`src/design/sm4_pkg.sv`:
```
package sm4_pkg;

	localparam int unsigned NUM_ROUNDS = 32;
	localparam int unsigned RK_AW = 5;

	// configuration register indexes
	localparam logic [1:0] REG_KEY_HIGH = 2'd0;
	localparam logic [1:0] REG_KEY_LOW  = 2'd1;
	localparam logic [1:0] REG_DECRYPT  = 2'd2;

	localparam logic [31:0] FK0 = 32'ha3b1bac6;
	localparam logic [31:0] FK1 = 32'h56aa3350;
	localparam logic [31:0] FK2 = 32'h677d9197;
	localparam logic [31:0] FK3 = 32'hb27022dc;

	typedef logic [31:0] word_t;

	localparam logic [7:0] SBOX [256] = '{
		8'hd6,8'h90,8'he9,8'hfe,8'hcc,8'he1,8'h3d,8'hb7,8'h16,8'hb6,8'h14,8'hc2,8'h28,8'hfb,8'h2c,8'h05,
		8'h2b,8'h67,8'h9a,8'h76,8'h2a,8'hbe,8'h04,8'hc3,8'haa,8'h44,8'h13,8'h26,8'h49,8'h86,8'h06,8'h99,
		8'h9c,8'h42,8'h50,8'hf4,8'h91,8'hef,8'h98,8'h7a,8'h33,8'h54,8'h0b,8'h43,8'hed,8'hcf,8'hac,8'h62,
		8'he4,8'hb3,8'h1c,8'ha9,8'hc9,8'h08,8'he8,8'h95,8'h80,8'hdf,8'h94,8'hfa,8'h75,8'h8f,8'h3f,8'ha6,
		8'h47,8'h07,8'ha7,8'hfc,8'hf3,8'h73,8'h17,8'hba,8'h83,8'h59,8'h3c,8'h19,8'he6,8'h85,8'h4f,8'ha8,
		8'h68,8'h6b,8'h81,8'hb2,8'h71,8'h64,8'hda,8'h8b,8'hf8,8'heb,8'h0f,8'h4b,8'h70,8'h56,8'h9d,8'h35,
		8'h1e,8'h24,8'h0e,8'h5e,8'h63,8'h58,8'hd1,8'ha2,8'h25,8'h22,8'h7c,8'h3b,8'h01,8'h21,8'h78,8'h87,
		8'hd4,8'h00,8'h46,8'h57,8'h9f,8'hd3,8'h27,8'h52,8'h4c,8'h36,8'h02,8'he7,8'ha0,8'hc4,8'hc8,8'h9e,
		8'hea,8'hbf,8'h8a,8'hd2,8'h40,8'hc7,8'h38,8'hb5,8'ha3,8'hf7,8'hf2,8'hce,8'hf9,8'h61,8'h15,8'ha1,
		8'he0,8'hae,8'h5d,8'ha4,8'h9b,8'h34,8'h1a,8'h55,8'had,8'h93,8'h32,8'h30,8'hf5,8'h8c,8'hb1,8'he3,
		8'h1d,8'hf6,8'he2,8'h2e,8'h82,8'h66,8'hca,8'h60,8'hc0,8'h29,8'h23,8'hab,8'h0d,8'h53,8'h4e,8'h6f,
		8'hd5,8'hdb,8'h37,8'h45,8'hde,8'hfd,8'h8e,8'h2f,8'h03,8'hff,8'h6a,8'h72,8'h6d,8'h6c,8'h5b,8'h51,
		8'h8d,8'h1b,8'haf,8'h92,8'hbb,8'hdd,8'hbc,8'h7f,8'h11,8'hd9,8'h5c,8'h41,8'h1f,8'h10,8'h5a,8'hd8,
		8'h0a,8'hc1,8'h31,8'h88,8'ha5,8'hcd,8'h7b,8'hbd,8'h2d,8'h74,8'hd0,8'h12,8'hb8,8'he5,8'hb4,8'hb0,
		8'h89,8'h69,8'h97,8'h4a,8'h0c,8'h96,8'h77,8'h7e,8'h65,8'hb9,8'hf1,8'h09,8'hc5,8'h6e,8'hc6,8'h84,
		8'h18,8'hf0,8'h7d,8'hec,8'h3a,8'hdc,8'h4d,8'h20,8'h79,8'hee,8'h5f,8'h3e,8'hd7,8'hcb,8'h39,8'h48
	};

	function automatic word_t tau(input word_t a);
		return {SBOX[a[31:24]], SBOX[a[23:16]], SBOX[a[15:8]], SBOX[a[7:0]]};
	endfunction

	function automatic word_t rotl(input word_t v, input int unsigned n);
		return (v << n) | (v >> (32 - n));
	endfunction

	// round constant: byte j is (4i+j)*7 mod 256
	function automatic word_t ck_word(input logic [RK_AW-1:0] i);
		logic [7:0] b0;
		b0 = 8'({i, 2'b00}) * 8'd7;
		return {b0, b0 + 8'd7, b0 + 8'd14, b0 + 8'd21};
	endfunction

endpackage

```
`src/design/sm4_round.sv`:
```
// One round of the shared datapath, data (L) or key schedule (L').
module sm4_round (
	input  logic               key_sched,
	input  sm4_pkg::word_t     x0,
	input  sm4_pkg::word_t     x1,
	input  sm4_pkg::word_t     x2,
	input  sm4_pkg::word_t     x3,
	input  sm4_pkg::word_t     rk,
	output sm4_pkg::word_t     nx
);
	sm4_pkg::word_t b;

	always_comb begin
		b = sm4_pkg::tau(x1 ^ x2 ^ x3 ^ rk);
		if (key_sched) begin
			nx = x0 ^ b ^ sm4_pkg::rotl(b, 13) ^ sm4_pkg::rotl(b, 23);
		end else begin
			nx = x0 ^ b ^ sm4_pkg::rotl(b, 2) ^ sm4_pkg::rotl(b, 10)
				^ sm4_pkg::rotl(b, 18) ^ sm4_pkg::rotl(b, 24);
		end
	end
endmodule

```
`src/design/sm4_block_cipher.sv`:
```
// Channel | Signals                                   | Direction
// cfg     | cfg_valid cfg_ready cfg_index cfg_data    | in (ready out)
// in      | in_valid in_stall block_high block_low    | in (stall out)
// out     | out_valid out_stall result_high result_low| out (stall in)
//
// A block is accepted only in idle, so one block is in the rounds at a time.
// After accept the first round key is fetched, the rounds run, and the words are
// handed off to the output register; the next block is taken only after the
// hand-off, once the state machine is back in idle.
// After reset and after every key write the key expansion runs and fills the
// round key memory; no block or register write is taken meanwhile.
// A stalled result keeps the block in the hand-off; no new block runs behind it.
module sm4_block_cipher (
	input  logic        clk,
	input  logic        arst_n,
	input  logic        cfg_valid,
	output logic        cfg_ready,
	input  logic [1:0]  cfg_index,
	input  logic [63:0] cfg_data,
	input  logic        in_valid,
	output logic        in_stall,
	input  logic [63:0] block_high,
	input  logic [63:0] block_low,
	output logic        out_valid,
	input  logic        out_stall,
	output logic [63:0] result_high,
	output logic [63:0] result_low
);
	localparam logic [1:0] ST_IDLE = 2'd0;
	localparam logic [1:0] ST_KEY  = 2'd1;
	localparam logic [1:0] ST_ENC  = 2'd2;
	localparam logic [1:0] ST_DONE = 2'd3;

	logic [1:0]  state_q;
	logic [5:0]  cnt_q;
	logic [63:0] key_high_q, key_low_q;
	logic        decrypt_q;
	sm4_pkg::word_t x_q [4];
	sm4_pkg::word_t rk_mem [sm4_pkg::NUM_ROUNDS];
	sm4_pkg::word_t rk_rd_q;
	sm4_pkg::word_t rk_use, nx;
	logic [4:0]  rd_addr;
	logic        in_acc, start_enc, out_load;
	logic [63:0] res_high_q, res_low_q;

	assign cfg_ready = (state_q == ST_IDLE);
	assign in_stall  = !(state_q == ST_IDLE) || cfg_valid;
	assign in_acc    = in_valid && !in_stall;
	assign out_load  = (state_q == ST_DONE) && (!out_valid || !out_stall);

	// round key read address: round cnt_q+1 is fetched while cnt_q executes
	always_comb begin
		logic [4:0] r;
		r = in_acc ? 5'd0 : 5'(cnt_q + 6'd1);
		rd_addr = decrypt_q ? ~r : r;
	end

	always_ff @(posedge clk) begin
		if (state_q == ST_KEY) begin
			rk_mem[cnt_q[4:0]] <= nx;
		end
		rk_rd_q <= rk_mem[rd_addr];
	end

	assign rk_use = (state_q == ST_KEY) ? sm4_pkg::ck_word(cnt_q[4:0]) : rk_rd_q;
	assign start_enc = in_acc;

	sm4_round u_round (
		.key_sched (state_q == ST_KEY),
		.x0 (x_q[0]), .x1 (x_q[1]), .x2 (x_q[2]), .x3 (x_q[3]),
		.rk (rk_use),
		.nx (nx)
	);

	// control
	always_ff @(posedge clk or negedge arst_n) begin
		if (!arst_n) begin
			state_q    <= ST_KEY;
			cnt_q      <= '0;
			key_high_q <= '0;
			key_low_q  <= '0;
			decrypt_q  <= 1'b0;
			out_valid  <= 1'b0;
		end else begin
			if (out_load) begin
				out_valid <= 1'b1;
			end else if (out_valid && !out_stall) begin
				out_valid <= 1'b0;
			end
			case (state_q)
				ST_IDLE: begin
					if (cfg_valid) begin
						case (cfg_index)
							sm4_pkg::REG_KEY_HIGH: begin
								key_high_q <= cfg_data;
								state_q    <= ST_KEY;
								cnt_q      <= '0;
							end
							sm4_pkg::REG_KEY_LOW: begin
								key_low_q <= cfg_data;
								state_q   <= ST_KEY;
								cnt_q     <= '0;
							end
							sm4_pkg::REG_DECRYPT: decrypt_q <= cfg_data[0];
							default: ;
						endcase
					end else if (start_enc) begin
						state_q <= ST_ENC;
						cnt_q   <= 6'd63;
					end
				end
				ST_KEY: begin
					cnt_q <= cnt_q + 6'd1;
					if (cnt_q == 6'd31) begin
						state_q <= ST_IDLE;
					end
				end
				ST_ENC: begin
					cnt_q <= cnt_q + 6'd1;
					if (cnt_q == 6'd31) begin
						state_q <= ST_DONE;
					end
				end
				ST_DONE: begin
					if (out_load) begin
						state_q <= ST_IDLE;
					end
				end
				default: state_q <= ST_IDLE;
			endcase
		end
	end

	// datapath: word shift register
	always_ff @(posedge clk or negedge arst_n) begin
		if (!arst_n) begin
			x_q[0] <= sm4_pkg::FK0;
			x_q[1] <= sm4_pkg::FK1;
			x_q[2] <= sm4_pkg::FK2;
			x_q[3] <= sm4_pkg::FK3;
		end else if (state_q == ST_IDLE && cfg_valid &&
			(cfg_index == sm4_pkg::REG_KEY_HIGH || cfg_index == sm4_pkg::REG_KEY_LOW)) begin
			x_q[0] <= ((cfg_index == sm4_pkg::REG_KEY_HIGH) ? cfg_data[63:32] : key_high_q[63:32])
				^ sm4_pkg::FK0;
			x_q[1] <= ((cfg_index == sm4_pkg::REG_KEY_HIGH) ? cfg_data[31:0] : key_high_q[31:0])
				^ sm4_pkg::FK1;
			x_q[2] <= ((cfg_index == sm4_pkg::REG_KEY_LOW) ? cfg_data[63:32] : key_low_q[63:32])
				^ sm4_pkg::FK2;
			x_q[3] <= ((cfg_index == sm4_pkg::REG_KEY_LOW) ? cfg_data[31:0] : key_low_q[31:0])
				^ sm4_pkg::FK3;
		end else if (start_enc) begin
			x_q[0] <= block_high[63:32];
			x_q[1] <= block_high[31:0];
			x_q[2] <= block_low[63:32];
			x_q[3] <= block_low[31:0];
		end else if (state_q == ST_KEY || (state_q == ST_ENC && cnt_q != 6'd63)) begin
			x_q[0] <= x_q[1];
			x_q[1] <= x_q[2];
			x_q[2] <= x_q[3];
			x_q[3] <= nx;
		end
	end

	// output register: words X35..X32
	always_ff @(posedge clk) begin
		if (out_load) begin
			res_high_q <= {x_q[3], x_q[2]};
			res_low_q  <= {x_q[1], x_q[0]};
		end
	end

	assign result_high = res_high_q;
	assign result_low  = res_low_q;
endmodule
```
`config.mk`:
```
export PLATFORM = sky130hd
export DESIGN_NAME = sm4_block_cipher
export DESIGN_NICKNAME = d
export VERILOG_FILES = /design/src/design/sm4_pkg.sv /design/src/design/sm4_round.sv /design/src/design/sm4_block_cipher.sv
export SDC_FILE = /design/constraint.sdc
export NUM_CORES = 2
export LEC_CHECK = 0
export ABC_CLOCK_PERIOD_IN_PS = 33600
export BUFFER_PORTS_ARGS = -buffer_cell sky130_fd_sc_hd__buf_2
export CAP_MARGIN = 10
export CORE_UTILIZATION = 39
export DETAILED_ROUTE_END_ITERATION = 6
export GPL_TIMING_DRIVEN = 0
export PLACE_DENSITY = 0.64
export SYNTH_ARGS = -nofsm -noshare
export SYNTH_HDL_FRONTEND = slang
export SYNTH_SLANG_ARGS = --single-unit
```
`constraint.sdc`:
```
create_clock -name clk -period 33.6 [get_ports clk]
set_clock_uncertainty 0.1 [all_clocks]
set_input_delay 8.4 -clock clk [delete_from_list [all_inputs] [get_ports clk]]
set_output_delay 8.4 -clock clk [all_outputs]
set_load 0.01 [all_outputs]
```
==> impl_metrics.toml <==
[outcome]
status = "completed"

[cells_and_area]
num-fill-cells = 17200
final_net_count = 6621
share_of_post_route_cells_with_drive_strength_above_1_pct = 24.1
mostFrequentLayoutCell = "sky130_fd_sc_hd__edfxtp_1"
multi_input_combinational_cell_area_um2 = 31300
layout_common_cells = "sky130_fd_sc_hd__edfxtp_1, sky130_fd_sc_hd__nand2_1, sky130_fd_sc_hd__buf_2, sky130_fd_sc_hd__mux4_2, sky130_fd_sc_hd__o21ai_0"
fin_util_pct = 45.7
seqCellArea_um2 = 42000
flow.area_growth_from_synthesis_pct = 16.1

[sta]
final.min_clock_period_ps = 17670
worst_pin_slew_ps = 1360
worst_slew_margin_rel_pct = 8.71
setup_violations = 0
slew_violations = 0
hold_ws_ps = 372
tns_ps = 0
unrepaired_setup_endpoints_after_global_routing = "false"
max_freq_mhz = 56.6
final-hold-violation-count = 0
post-route-period-util_pct = 52.6

[synth]
syn_inst = 5777
synth_enable_flop_cells = 1152
synthDistinctLibCells = 119
synth_fp_nets = 6055
synth-adder-area-share_pct = 1.38
synth_seq_area_share_pct = 55.9
ys_ff_latch = 1450
combinational_family_with_the_most_area_after_synthesis = "multiplexers"
post_synthesis_instance_area_um2 = 75100
synthesis.area_per_instance_um2 = 13.0
synth_largest_area_cell = "sky130_fd_sc_hd__edfxtp_1"
muxShareOfSynthArea_pct = 14.2
post-synth-top-area-fraction_pct = 46.1
async_set_or_reset_flop_fraction_in_the_synthesized_netlist_pct = 18.3
synth.top_cells.by_area = "sky130_fd_sc_hd__edfxtp_1, sky130_fd_sc_hd__mux4_2, sky130_fd_sc_hd__dfrtp_1"
synth-compound-area-share_pct = 12.4
synth-simple-area-share_pct = 8.63
ys.warnings.count = 0
synthXorXnorAreaFrac_pct = 4.24
ys.flop_type = "sky130_fd_sc_hd__edfxtp_1"

[setup_path]
critPathArrivalTime_ps = 9170
worstReg2RegEnd = "rk_mem[14][22]"
end_kind = "output port"
worst-r2r-setup-slack_ps = 23920
worst_r2r_startpoint = "state_q[1]"
critical_setup_path_class = "in -> out"
startpoint_type = "input port"
worstRegToRegCells = 20
timing.critical_path.fanout_max = 6
critPathRequiredTime_ps = 25100

[clock_tree]
cts_repair_resize_count = 0
root_buffer = "sky130_fd_sc_hd__clkbuf_16"
cts-htree-levels = 4
clock_tree.buffer_depth = 3
clk_pin_slew_ps = 60
post_cts_hold_buffer_count = 0
clock-sinks = 1450
clk-insertion-delay-late_ps = 820
cts.repair_timing.setup_buffer_count = 0
tritoncts_clock_tree = "done"
numCtsBuffers = 150

[global_routing]
grt_pass1_vias = 57100
global_route.overflow_total = 0
grt_max_degree = 98
globalRouteTotalUtil_pct = 34.2
initial_antenna_violation_count = 36
grt_first_pass_wirelength_um = 463000

[drt]
drt-vias-per-instance = 6.62
detail-route-antenna-nets = 0
via_count = 59600
drt_iter0_drc = 9037
firstDrtPassIters = 6
routedWlPerCell_um = 37.7
final_wl_um = 340000
detail_route.drc_violations = 0

[min_path]
timing.hold.worst_endpoint = "x_q[119]"
hold_class = "reg -> reg"
hp-start = "x_q[119]"
holdPathStages = 2

[placement]
place.gp.congestion = 1.02
hpwlAfterDp_um = 250000
buffer_ports.inserted = 328

[die]
fp.dieH_um = 441
placeableCoreArea_um2 = 191000
dieArea_um2 = 194000
io_pins = 330
std_cell_rows = 160
die_x_um = 441
start_util_pct = 39.4

[job]
max-cap-violations = 0
## per-stage QoR
stage	cell area, um^2	setup slack [ps]	std cells
floorplan	75100	15040	5777
global placement	79900	9420	8616
detailed placement	81900	15950	8697
CTS	87000	15940	8976
global route	87200	15940	8993
finish	87200	15930	9005
## how the worst max path moves through the flow
| stage | start | to | slack [ps] | depth (start not counted) |
|---|---|---|---|---|
| 6_report | cfg_valid | in_stall | 15930 | 3 |
| 3_3_place_gp | out_stall | result_high[0] | 9420 | 2 |
| 5_1_grt | cfg_valid | in_stall | 15940 | 3 |
| 4_1_cts | cfg_valid | in_stall | 15940 | 3 |
| 3_5_place_dp | cfg_valid | in_stall | 15950 | 3 |
| 2_1_floorplan | out_stall | result_high[0] | 15040 | 1 |
## critical path, cell delays in order
cell,delay (ps)
sky130_fd_sc_hd__buf_2,270
sky130_fd_sc_hd__nand2b_1,230
sky130_fd_sc_hd__buf_2,260
## cell families (layout without fill, tap and decap cells)
logic type                 after synthesis  count (layout)
adders and majority gates               79              79
AOI/OAI and AO/OA                     1367            1367
other                                    0              24
and+or+nand+nor                       1448            1448
DFF                                   1450            1450
buffers and inverters                  521            1214
xor gates and xnor gates               299             299
muxes                                  613             613
## cell usage after synthesis (26+ instances only)
master and instances:
sky130_fd_sc_hd__a2111oi_0 27, sky130_fd_sc_hd__a211oi_1 72, sky130_fd_sc_hd__a21oi_1 303, sky130_fd_sc_hd__a221oi_1 64, sky130_fd_sc_hd__a311oi_1 54, sky130_fd_sc_hd__a31oi_1 55
sky130_fd_sc_hd__buf_1 50, sky130_fd_sc_hd__buf_2 116, sky130_fd_sc_hd__buf_6 27, sky130_fd_sc_hd__clkbuf_1 261, sky130_fd_sc_hd__dfrtp_1 201, sky130_fd_sc_hd__dfstp_2 65
sky130_fd_sc_hd__dfxtp_1 32, sky130_fd_sc_hd__edfxtp_1 1152, sky130_fd_sc_hd__ha_1 73, sky130_fd_sc_hd__inv_1 31, sky130_fd_sc_hd__mux2_2 185, sky130_fd_sc_hd__mux2i_1 82
sky130_fd_sc_hd__mux4_2 338, sky130_fd_sc_hd__nand2_1 686, sky130_fd_sc_hd__nand2b_1 27, sky130_fd_sc_hd__nand3_1 188, sky130_fd_sc_hd__nor2_1 261, sky130_fd_sc_hd__nor3_1 112
sky130_fd_sc_hd__nor3b_1 27, sky130_fd_sc_hd__o2111ai_1 26, sky130_fd_sc_hd__o211ai_1 64, sky130_fd_sc_hd__o21ai_0 313, sky130_fd_sc_hd__o221ai_1 28, sky130_fd_sc_hd__o22ai_1 49
sky130_fd_sc_hd__o311ai_0 32, sky130_fd_sc_hd__xnor2_1 168, sky130_fd_sc_hd__xor2_1 84
## layer usage
metal	global-route usage (%)	up-vias	wire length, um
li1	-	23700	-
met1	44.2	30600	128000
met2	52.8	4276	153000
met3	7.50	1024	33300
met4	20.6	8	25000
met5	0	-	47
## flip-flops by register name, summed over array words and instances, names as in the netlist
signal and flops:
key_low_q 64, x_q 128, rk_mem 1024, out_valid 1
key_high_q 64, cnt_q 6, decrypt_q 1, state_q 2
result_low 64, result_high 64, rk_rd_q 32
## layout make-up
type / instances / area share, %
sequential: 1450 / 48.1
multi-input combinational: 3806 / 35.9
clock buffer: 213 / 4.88
timing repair buffer: 414 / 3.71
tap: 2511 / 3.60
buffer: 480 / 2.59
clock inverter: 66 / 0.946
inverter: 41 / 0.177
antenna: 24 / 0.0689
Power is left out: the tool's default activity adds up to more than one toggle a clock period on the data nets, which glitch-free logic cannot reach.
